===== config.mk =====
export PLATFORM = sky130hd
export DESIGN_NAME = led_booster_command_encoder
export DESIGN_NICKNAME = d
export VERILOG_FILES = /design/src/design/lbce_pkg.sv /design/src/design/led_booster_command_encoder.sv /design/src/design/lbce_encoder.sv /design/src/design/lbce_serializer.sv
export SDC_FILE = /design/constraint.sdc
export NUM_CORES = 1
export LEC_CHECK = 0
export BUFFER_PORTS_ARGS = -buffer_cell sky130_fd_sc_hd__clkbuf_2
export CAP_MARGIN = 20
export CORE_MARGIN = 2
export CORE_UTILIZATION = 55
export CTS_CLUSTER_SIZE = 24
export DETAILED_ROUTE_END_ITERATION = 8
export PLACE_DENSITY = 0.8
export SYNTH_ARGS = -nofsm -noshare
export SYNTH_HDL_FRONTEND = slang
export SYNTH_SLANG_ARGS = --single-unit

===== constraint.sdc =====
create_clock -name clk_i -period 8.8 [get_ports clk_i]
set_input_delay 1.32 -clock clk_i [delete_from_list [all_inputs] [get_ports clk_i]]
set_output_delay 1.32 -clock clk_i [all_outputs]
set_load 0.005 [all_outputs]

===== src/design/lbce_pkg.sv =====
// ----------------------------------------------------------------------------
// lbce_pkg
// Shared types and constants of the LED booster command encoder: opcodes,
// command bytes, beat payloads and the burst handed to the serializer.
// ----------------------------------------------------------------------------
package lbce_pkg;

  // most bytes one command can produce
  localparam int unsigned NumBytes = 6;
  localparam int unsigned CntW     = $clog2(NumBytes + 1);
  localparam int unsigned IdxW     = $clog2(NumBytes);

  // command bytes of the coprocessor protocol
  localparam logic [7:0] ByteInit = 8'hB1;
  localparam logic [7:0] ByteBits = 8'd24;
  localparam logic [7:0] ByteShow = 8'hB2;
  localparam logic [7:0] ByteRgb  = 8'hA1;
  localparam logic [7:0] ByteOne  = 8'hA4;
  localparam logic [7:0] ByteAll  = 8'hA5;
  localparam logic [7:0] ColorRst = 8'd255;

  // a frame may not reach this many bytes
  localparam logic [8:0] FrameLimit = 9'd255;

  // configuration register indexes
  localparam logic CfgLedCount   = 1'b0;
  localparam logic CfgColorOrder = 1'b1;

  typedef enum logic [1:0] {
    OpInit   = 2'd0,
    OpSetOne = 2'd1,
    OpSetAll = 2'd2,
    OpShow   = 2'd3
  } opcode_e;

  typedef struct packed {
    logic [1:0] opcode;
    logic [7:0] red;
    logic [7:0] green;
    logic [7:0] blue;
    logic [7:0] led_index;
  } in_t;

  typedef struct packed {
    logic [7:0] tx_byte;
    logic       last_of_item;
    logic       release_select;
    logic       fault;
  } out_t;

  // all beats of one command, ready for serialization
  typedef struct packed {
    logic [NumBytes-1:0][7:0] bytes;
    logic [CntW-1:0]          count;
    logic                     finish;
    logic                     fault;
  } burst_t;

endpackage


===== src/design/led_booster_command_encoder.sv =====
// ----------------------------------------------------------------------------
// led_booster_command_encoder
// Turns LED commands into the SPI byte stream of an LED driver coprocessor.
// ----------------------------------------------------------------------------
// Usage:
//   Commands arrive on the in_* valid/ready channel, one command per beat.
//   Bytes leave on the out_* valid/ready channel, one byte per beat, with
//   last_of_item on the final byte of a command and release_select where
//   the chip select drops. A frame that would reach 255 bytes yields one
//   beat with fault set instead; the fault then sticks until reset.
//   Configuration (LED count, color order) is written through cfg_we_i;
//   the user must write it only while idle; the block does not enforce it.
// Flow:
//   An accepted command waits in the input register and moves into the
//   serializer once that is free; its first byte is then on the output.
//   A command produces 1 to 6 bytes, handed out one beat per cycle by the
//   serializer while the receiver takes them; the next command waits
//   in the input register and follows with no gap.
// Reset and stalls:
//   Reset empties both stages, restores the cached color to white, clears
//   the frame count, select and fault. A stalled receiver holds the current
//   byte; one more command is still taken into the input register.
// ----------------------------------------------------------------------------
module led_booster_command_encoder import lbce_pkg::*; (
  input  logic       clk_i,
  input  logic       rst_ni,
  input  logic       in_valid_i,
  output logic       in_ready_o,
  input  in_t        in_data_i,
  output logic       out_valid_o,
  input  logic       out_ready_i,
  output out_t       out_data_o,
  input  logic       cfg_we_i,
  input  logic       cfg_index_i,
  input  logic [7:0] cfg_wdata_i
);

  logic       inq_valid_q;
  in_t        inq_data_q;
  logic [7:0] led_count_q;
  logic       color_order_q;
  logic       ser_free;
  logic       load;
  burst_t     burst;

  assign load       = inq_valid_q && ser_free;
  assign in_ready_o = !inq_valid_q || load;

  // configuration registers
  always_ff @(posedge clk_i or negedge rst_ni) begin
    if (!rst_ni) begin
      led_count_q   <= 8'd64;
      color_order_q <= 1'b0;
    end else if (cfg_we_i) begin
      case (cfg_index_i)
        CfgLedCount:   led_count_q   <= cfg_wdata_i;
        CfgColorOrder: color_order_q <= cfg_wdata_i[0];
        default:       ;
      endcase
    end
  end

  // input register
  always_ff @(posedge clk_i or negedge rst_ni) begin
    if (!rst_ni) begin
      inq_valid_q <= 1'b0;
    end else if (in_valid_i && in_ready_o) begin
      inq_valid_q <= 1'b1;
    end else if (load) begin
      inq_valid_q <= 1'b0;
    end
  end

  always_ff @(posedge clk_i) begin
    if (in_valid_i && in_ready_o) begin
      inq_data_q <= in_data_i;
    end
  end

  lbce_encoder u_encoder (
    .clk_i,
    .rst_ni,
    .load_i        (load),
    .item_i        (inq_data_q),
    .led_count_i   (led_count_q),
    .color_order_i (color_order_q),
    .burst_o       (burst)
  );

  lbce_serializer u_serializer (
    .clk_i,
    .rst_ni,
    .load_i      (load),
    .burst_i     (burst),
    .free_o      (ser_free),
    .out_valid_o,
    .out_ready_i,
    .out_data_o
  );

endmodule


===== src/design/lbce_encoder.sv =====
// ----------------------------------------------------------------------------
// lbce_encoder
// Builds the byte burst of one command and keeps the frame state: cached
// color, frame byte count, select and the sticky frame limit fault.
// ----------------------------------------------------------------------------
module lbce_encoder import lbce_pkg::*; (
  input  logic       clk_i,
  input  logic       rst_ni,
  input  logic       load_i,
  input  in_t        item_i,
  input  logic [7:0] led_count_i,
  input  logic       color_order_i,
  output burst_t     burst_o
);

  logic [7:0] cache_r_q, cache_g_q, cache_b_q;
  logic [7:0] frame_bytes_q, frame_bytes_d;
  logic       select_q, select_d;
  logic       fault_q, fault_d;

  burst_t     cmd;
  logic       new_colour;
  logic       over_limit;
  logic [7:0] c_first, c_last;
  logic [8:0] frame_sum;
  opcode_e    op;

  assign op         = opcode_e'(item_i.opcode);
  assign new_colour = (item_i.red != cache_r_q) || (item_i.green != cache_g_q) ||
                      (item_i.blue != cache_b_q);
  assign c_first    = color_order_i ? item_i.blue : item_i.red;
  assign c_last     = color_order_i ? item_i.red  : item_i.blue;

  // byte list of the command
  always_comb begin
    cmd = '0;
    case (op)
      OpInit: begin
        cmd.bytes[0] = ByteInit;
        cmd.bytes[1] = led_count_i;
        cmd.bytes[2] = ByteBits;
        cmd.count    = CntW'(3);
        cmd.finish   = 1'b1;
      end
      OpShow: begin
        cmd.bytes[0] = ByteRgb;
        cmd.bytes[4] = ByteShow;
        cmd.count    = CntW'(5);
        cmd.finish   = 1'b1;
      end
      OpSetOne: begin
        if (new_colour) begin
          cmd.bytes[0] = ByteRgb;
          cmd.bytes[1] = c_first;
          cmd.bytes[2] = item_i.green;
          cmd.bytes[3] = c_last;
          cmd.bytes[4] = ByteOne;
          cmd.bytes[5] = item_i.led_index;
          cmd.count    = CntW'(6);
        end else begin
          cmd.bytes[0] = ByteOne;
          cmd.bytes[1] = item_i.led_index;
          cmd.count    = CntW'(2);
        end
      end
      OpSetAll: begin
        if (new_colour) begin
          cmd.bytes[0] = ByteRgb;
          cmd.bytes[1] = c_first;
          cmd.bytes[2] = item_i.green;
          cmd.bytes[3] = c_last;
          cmd.bytes[4] = ByteAll;
          cmd.count    = CntW'(5);
        end else begin
          cmd.bytes[0] = ByteAll;
          cmd.count    = CntW'(1);
        end
      end
      default: cmd = '0;
    endcase
  end

  // frame limit check
  assign frame_sum  = {1'b0, frame_bytes_q} + 9'(cmd.count);
  assign over_limit = frame_sum >= FrameLimit;

  // fault turns the burst into one empty faulting beat
  always_comb begin
    if (fault_q || over_limit) begin
      burst_o       = '0;
      burst_o.count = CntW'(1);
      burst_o.fault = 1'b1;
    end else begin
      burst_o = cmd;
    end
  end

  // next frame state
  always_comb begin
    frame_bytes_d = frame_bytes_q;
    select_d      = select_q;
    fault_d       = fault_q;
    if (load_i && !fault_q) begin
      if (over_limit) begin
        fault_d = 1'b1;
      end else if (cmd.finish) begin
        frame_bytes_d = '0;
        select_d      = 1'b0;
      end else begin
        frame_bytes_d = frame_sum[7:0];
        select_d      = 1'b1;
      end
    end
  end

  always_ff @(posedge clk_i or negedge rst_ni) begin
    if (!rst_ni) begin
      cache_r_q     <= ColorRst;
      cache_g_q     <= ColorRst;
      cache_b_q     <= ColorRst;
      frame_bytes_q <= '0;
      select_q      <= 1'b0;
      fault_q       <= 1'b0;
    end else begin
      frame_bytes_q <= frame_bytes_d;
      select_q      <= select_d;
      fault_q       <= fault_d;
      if (load_i && !fault_q && !over_limit) begin
        if (cmd.finish) begin
          cache_r_q <= ColorRst;
          cache_g_q <= ColorRst;
          cache_b_q <= ColorRst;
        end else if (new_colour) begin
          cache_r_q <= item_i.red;
          cache_g_q <= item_i.green;
          cache_b_q <= item_i.blue;
        end
      end
    end
  end

endmodule


===== src/design/lbce_serializer.sv =====
// ----------------------------------------------------------------------------
// lbce_serializer
// Holds one command burst and hands it out one beat per cycle while the
// output channel is ready; frees itself as the last beat is taken.
// ----------------------------------------------------------------------------
module lbce_serializer import lbce_pkg::*; (
  input  logic   clk_i,
  input  logic   rst_ni,
  input  logic   load_i,
  input  burst_t burst_i,
  output logic   free_o,
  output logic   out_valid_o,
  input  logic   out_ready_i,
  output out_t   out_data_o
);

  burst_t          burst_q;
  logic            valid_q;
  logic [IdxW-1:0] idx_q;
  logic            fire;
  logic            last;

  assign fire   = valid_q && out_ready_i;
  assign last   = (CntW'(idx_q) + CntW'(1)) == burst_q.count;
  assign free_o = !valid_q || (fire && last);

  // current beat
  assign out_valid_o               = valid_q;
  assign out_data_o.tx_byte        = burst_q.bytes[idx_q];
  assign out_data_o.last_of_item   = last;
  assign out_data_o.release_select = last && burst_q.finish;
  assign out_data_o.fault          = burst_q.fault;

  // burst payload
  always_ff @(posedge clk_i) begin
    if (load_i) begin
      burst_q <= burst_i;
    end
  end

  // beat counter
  always_ff @(posedge clk_i or negedge rst_ni) begin
    if (!rst_ni) begin
      valid_q <= 1'b0;
      idx_q   <= '0;
    end else if (load_i) begin
      valid_q <= 1'b1;
      idx_q   <= '0;
    end else if (fire && last) begin
      valid_q <= 1'b0;
    end else if (fire) begin
      idx_q <= idx_q + IdxW'(1);
    end
  end

endmodule


==> Implementation_results.wiki <==
{| class="wikitable"
! Metric !! Value
|-
| Run status || finished clean
|-
| Post-synth design cell area || 6025 µm²
|-
| Sum of net half-perimeters after detailed placement || 9.292 mm
|-
| Sinks on Clock Net || 125
|-
| Maximum ir drop on the vdd rail || 0.2437 mV
|-
| Setup Crit Path Kind || register to register
|-
| Remaining number of nets flagged by the antenna check after routing || 0
|-
| Logic pwr share || 0.206
|-
| Mean instance size in the synthesized netlist || 12.45 µm²
|-
| Cts hold-fix bufs || 0
|-
| Cell family contributing the most delay on the critical path || simple AND/OR/NAND/NOR gates
|-
| Unrepaired setup endpoints after global routing || no
|-
| Critical path required time || 9.07 ns
|-
| Drt first pass iters || 5
|-
| Seq/Total Area, Yosys || 0.5892
|-
| Post-route total power || 0.002025 W
|-
| Detailed-route wire length per cell || 19.27 µm
|-
| Grt total ovfl || 0
|-
| Number of diodes || 0
|-
| Portion of total power attributed to the clock network || 0.369
|-
| Design internal power || 0.001437 W
|-
| Non-filler cells, final || 691
|-
| Detailed Route WL || 13.32 mm
|-
| Portion of synthesized cell area occupied by the leading cell type || 0.3888
|-
| Number of global-route vias before repair || 4,142
|-
| Antenna violations before repair || 0
|-
| Capturing point of the worst reg2reg path || u_serializer.burst_q[26]
|-
| Synthesized netlist net count || 543
|-
| Share of layout cells above drive strength 1 || 0.2686
|-
| Worst reg2reg startpoint || u_encoder.cache_r_q[4]
|-
| Origin of the worst min-delay path || led_count_q[2]
|-
| Root cell of the clock tree || clkbuf_8
|-
| Ratio of total power to cell area || 287.8 nW/µm²
|-
| Number of flip-flops and latches in the synthesized netlist || 125
|-
| Clock insertion delay at the later pin of the skew report || 0.53 ns
|-
| Worst-path cell with the longest stage delay || nor4b_1
|-
| Cell row count || 38
|-
| Die area || 11,810 µm²
|-
| Overall Global Routing Usage || 0.2494
|-
| Core region area || 10,750 µm²
|-
| Largest area contributor in the synthesized netlist || edfxtp_1
|-
| Setup slack of the worst register-to-register path || 3.96 ns
|-
| Fin worst setup slack || 3.959 ns
|-
| Largest stage delay on the critical path || 0.65 ns
|-
| Worst Hold Path EP || led_count_q[2]
|-
| Crit path arrival time || 5.11 ns
|-
| Number of top-level pins || 61
|-
| Leading post-synthesis cells by cell area || edfxtp_1 39%, dfstp_2 11%, dfrtp_1 9.1%, xnor2_1 3.6%, o22a_1 3.2%
|-
| Lkg Pwr || 2.659 nW
|-
| # setup viols final || 0
|-
| Total vias in the final route || 4,208
|-
| Number of buffers on the longest clock path || 2
|-
| Worst Hold Class || register to register
|-
| Port Buffers || 60
|-
| Number of warnings issued by yosys || 0
|-
| Slew at the pin closest to its max-slew limit || 0.9635 ns
|-
| Most common cell in the synthesized netlist || edfxtp_1
|-
| Ratio of routed vias to standard cells || 6.090
|-
| Net switching fraction of the power || 0.2902
|-
| Most used DFF post-synth || edfxtp_1
|-
| Die span in y || 108.7 µm
|-
| Share of the cycle needed by the critical path after routing || 0.5502
|-
| Placed cell count || 659
|-
| Post-cts repair resize count || 0
|-
| Top achievable clock speed || 0.2066 GHz
|-
| Layout Area Growth over Synthesis || 16.76%
|-
| Post-synthesis instance total || 484
|-
| CTS clk-pin slew, worst paths || 0.06 ns
|-
| Register area || 3550 µm²
|-
| Max-slew violation total from the final report || 0
|-
| Switching component of the power || 0.0005876 W
|-
| Final hold viol count || 0
|-
| Critical Path End Type || register
|-
| Net count of the finished layout || 597
|-
| Async set-reset flop share out of synthesis || 0.3760
|-
| Cell Chain, Critical Path || xnor2_1, nand4_1, nor4_1, and2_1, nor2_1, o21a_1, ha_1, xor2_1, nor4_1, a21oi_1, a32o_1, nand3_1, nor4b_1
|-
| Number of instances on the worst hold path || 1
|-
| Max Fanout on Critical Path || 24
|-
| Number of synthesized flops with an enable pin || 78
|-
| Clock tree skew after final layout || 0.007935 ns
|-
| Leading post-synthesis cells by instance count || 78 x edfxtp_1, 31 x nand2_1, 25 x dfstp_2, 25 x xnor2_1, 23 x o21ai_0
|-
| Largest net degree at the start of global routing || 48
|-
| Die width || 108.7 µm
|-
| Crit path launch type || register
|-
| Max Cap Violations || 0
|-
| TritonCTS clock tree || built
|-
| Slew Limit Headroom || 0.3576
|-
| Number of design-rule violations left by the first detailed-router iteration || 409
|-
| Area occupied by multi-input gates || 2256 µm²
|-
| Min Clock Period, post-route || 4.841 ns
|-
| Total Negative Setup Slacks || 0 ns
|-
| Pre-CTS WS || 4.142 ns
|-
| Crit-path most repeated cell || nor4_1
|-
| Postcts setup bufs || 0
|-
| Buffer and inverter count on the worst path || 0
|-
| Wire length of the first global-routing pass || 21.44 mm
|-
| Depth of the most critical reg-to-reg path || 13
|-
| Sequential group share of total power || 0.426
|-
| Htree depth || 4
|-
| Initial core utilization || 0.5607
|-
| Last weighted congestion value of the routability-driven placer || 0.9004
|-
| Number of fill cells || 799
|-
| Number of distinct library cells after synthesis || 59
|-
| DRC errors left || 0
|-
| Total CTS buffers || 17
|}
## metal layers
metal / wire [µm] / vias up / track usage
li1: - / 1934 / -
met1: 5683 / 2051 / 0.3208
met2: 6236 / 187 / 0.3875
met3: 927 / 36 / 0.07591
met4: 469 / 0 / 0.1209
met5: 0 / - / 0
## cell usage in the layout, fill, tap and decap left out, types with 4 or more instances in the layout
| cell type | n |
|---|---|
| clkbuf_16 | 18 |
| buf_4 | 4 |
| nor4_1 | 7 |
| edfxtp_1 | 78 |
| dfstp_2 | 25 |
| a22o_1 | 4 |
| mux2_2 | 17 |
| ha_1 | 10 |
| clkinv_2 | 6 |
| mux2i_1 | 11 |
| nor2_1 | 18 |
| mux4_2 | 5 |
| nand3_1 | 21 |
| a21oi_1 | 15 |
| o22ai_1 | 7 |
| inv_1 | 22 |
| nand2_1 | 31 |
| o22a_1 | 22 |
| nand2b_1 | 4 |
| nor4b_1 | 7 |
| xnor2_1 | 25 |
| and2_1 | 4 |
| nor3_1 | 15 |
| nand3b_1 | 5 |
| nor2b_1 | 5 |
| clkbuf_2 | 60 |
| dfrtp_1 | 22 |
| a31oi_1 | 8 |
| nand4_1 | 6 |
| o21ai_0 | 23 |
| bufinv_16 | 4 |
## power by group through the flow
stage                     Sequential, W  Clock, W  Combinational (W)
after global placement         0.000863         0           0.000402
final                          0.000862  0.000746           0.000417
after floorplan                0.000810         0           0.000327
after detailed placement       0.000869         0           0.000415
after CTS                      0.000860  0.000754           0.000419
after global routing           0.000873  0.000780           0.000460
## per-stage QoR
step | cell area [µm²] | utilization | hold WS [ns]
finish | 7034 | 0.6546 | 0.5044
global route | 7034 | 0.6546 | 0.5268
CTS | 7034 | 0.6546 | 0.5085
detailed placement | 6394 | 0.5950 | 0.5001
global placement | 6394 | 0.5950 | 0.4896
floorplan | 6025 | - | 0.4662
## area by class of cell
class,instances,area share
repair buffers,64,0.04696
well taps,140,0.02490
multi-input cells,308,0.3207
inverters,22,0.01174
clock buffers,21,0.06848
clock inverters,11,0.02259
flip-flops and latches,125,0.5046
## flip-flops by register name, summed over array words and instances (netlist names), 3 cells and up
name / cells
u_serializer.idx_q: 3
u_encoder.frame_bytes_q: 8
inq_data_q: 34
u_encoder.cache_r_q: 8
led_count_q: 8
u_encoder.cache_b_q: 8
u_serializer.burst_q: 43
u_encoder.cache_g_q: 8
## cell families after synthesis
group / Yosys count / share of synthesized area
xor gates and xnor gates: 28 / 0.04320
AOI/OAI and AO/OA: 100 / 0.1182
buffers and inverters: 51 / 0.03634
and+or+nand+nor: 136 / 0.1202
muxes: 33 / 0.06874
adders and majority gates: 11 / 0.02409
DFF: 125 / 0.5892
## how the worst max path moves through the flow
stage / from / cells past startpoint / endpoint
2_1_floorplan: out_ready_i / 6 / u_encoder.cache_b_q[0]
3_3_place_gp: u_encoder.cache_g_q[2] / 13 / u_serializer.burst_q[26]
3_5_place_dp: u_encoder.cache_r_q[4] / 13 / u_serializer.burst_q[26]
4_1_cts: u_encoder.cache_r_q[4] / 13 / u_serializer.burst_q[26]
5_1_grt: u_encoder.cache_g_q[3] / 13 / u_serializer.burst_q[26]
6_report: u_encoder.cache_r_q[4] / 13 / u_serializer.burst_q[26]
Note: power is estimated with default switching activity, not from simulation.
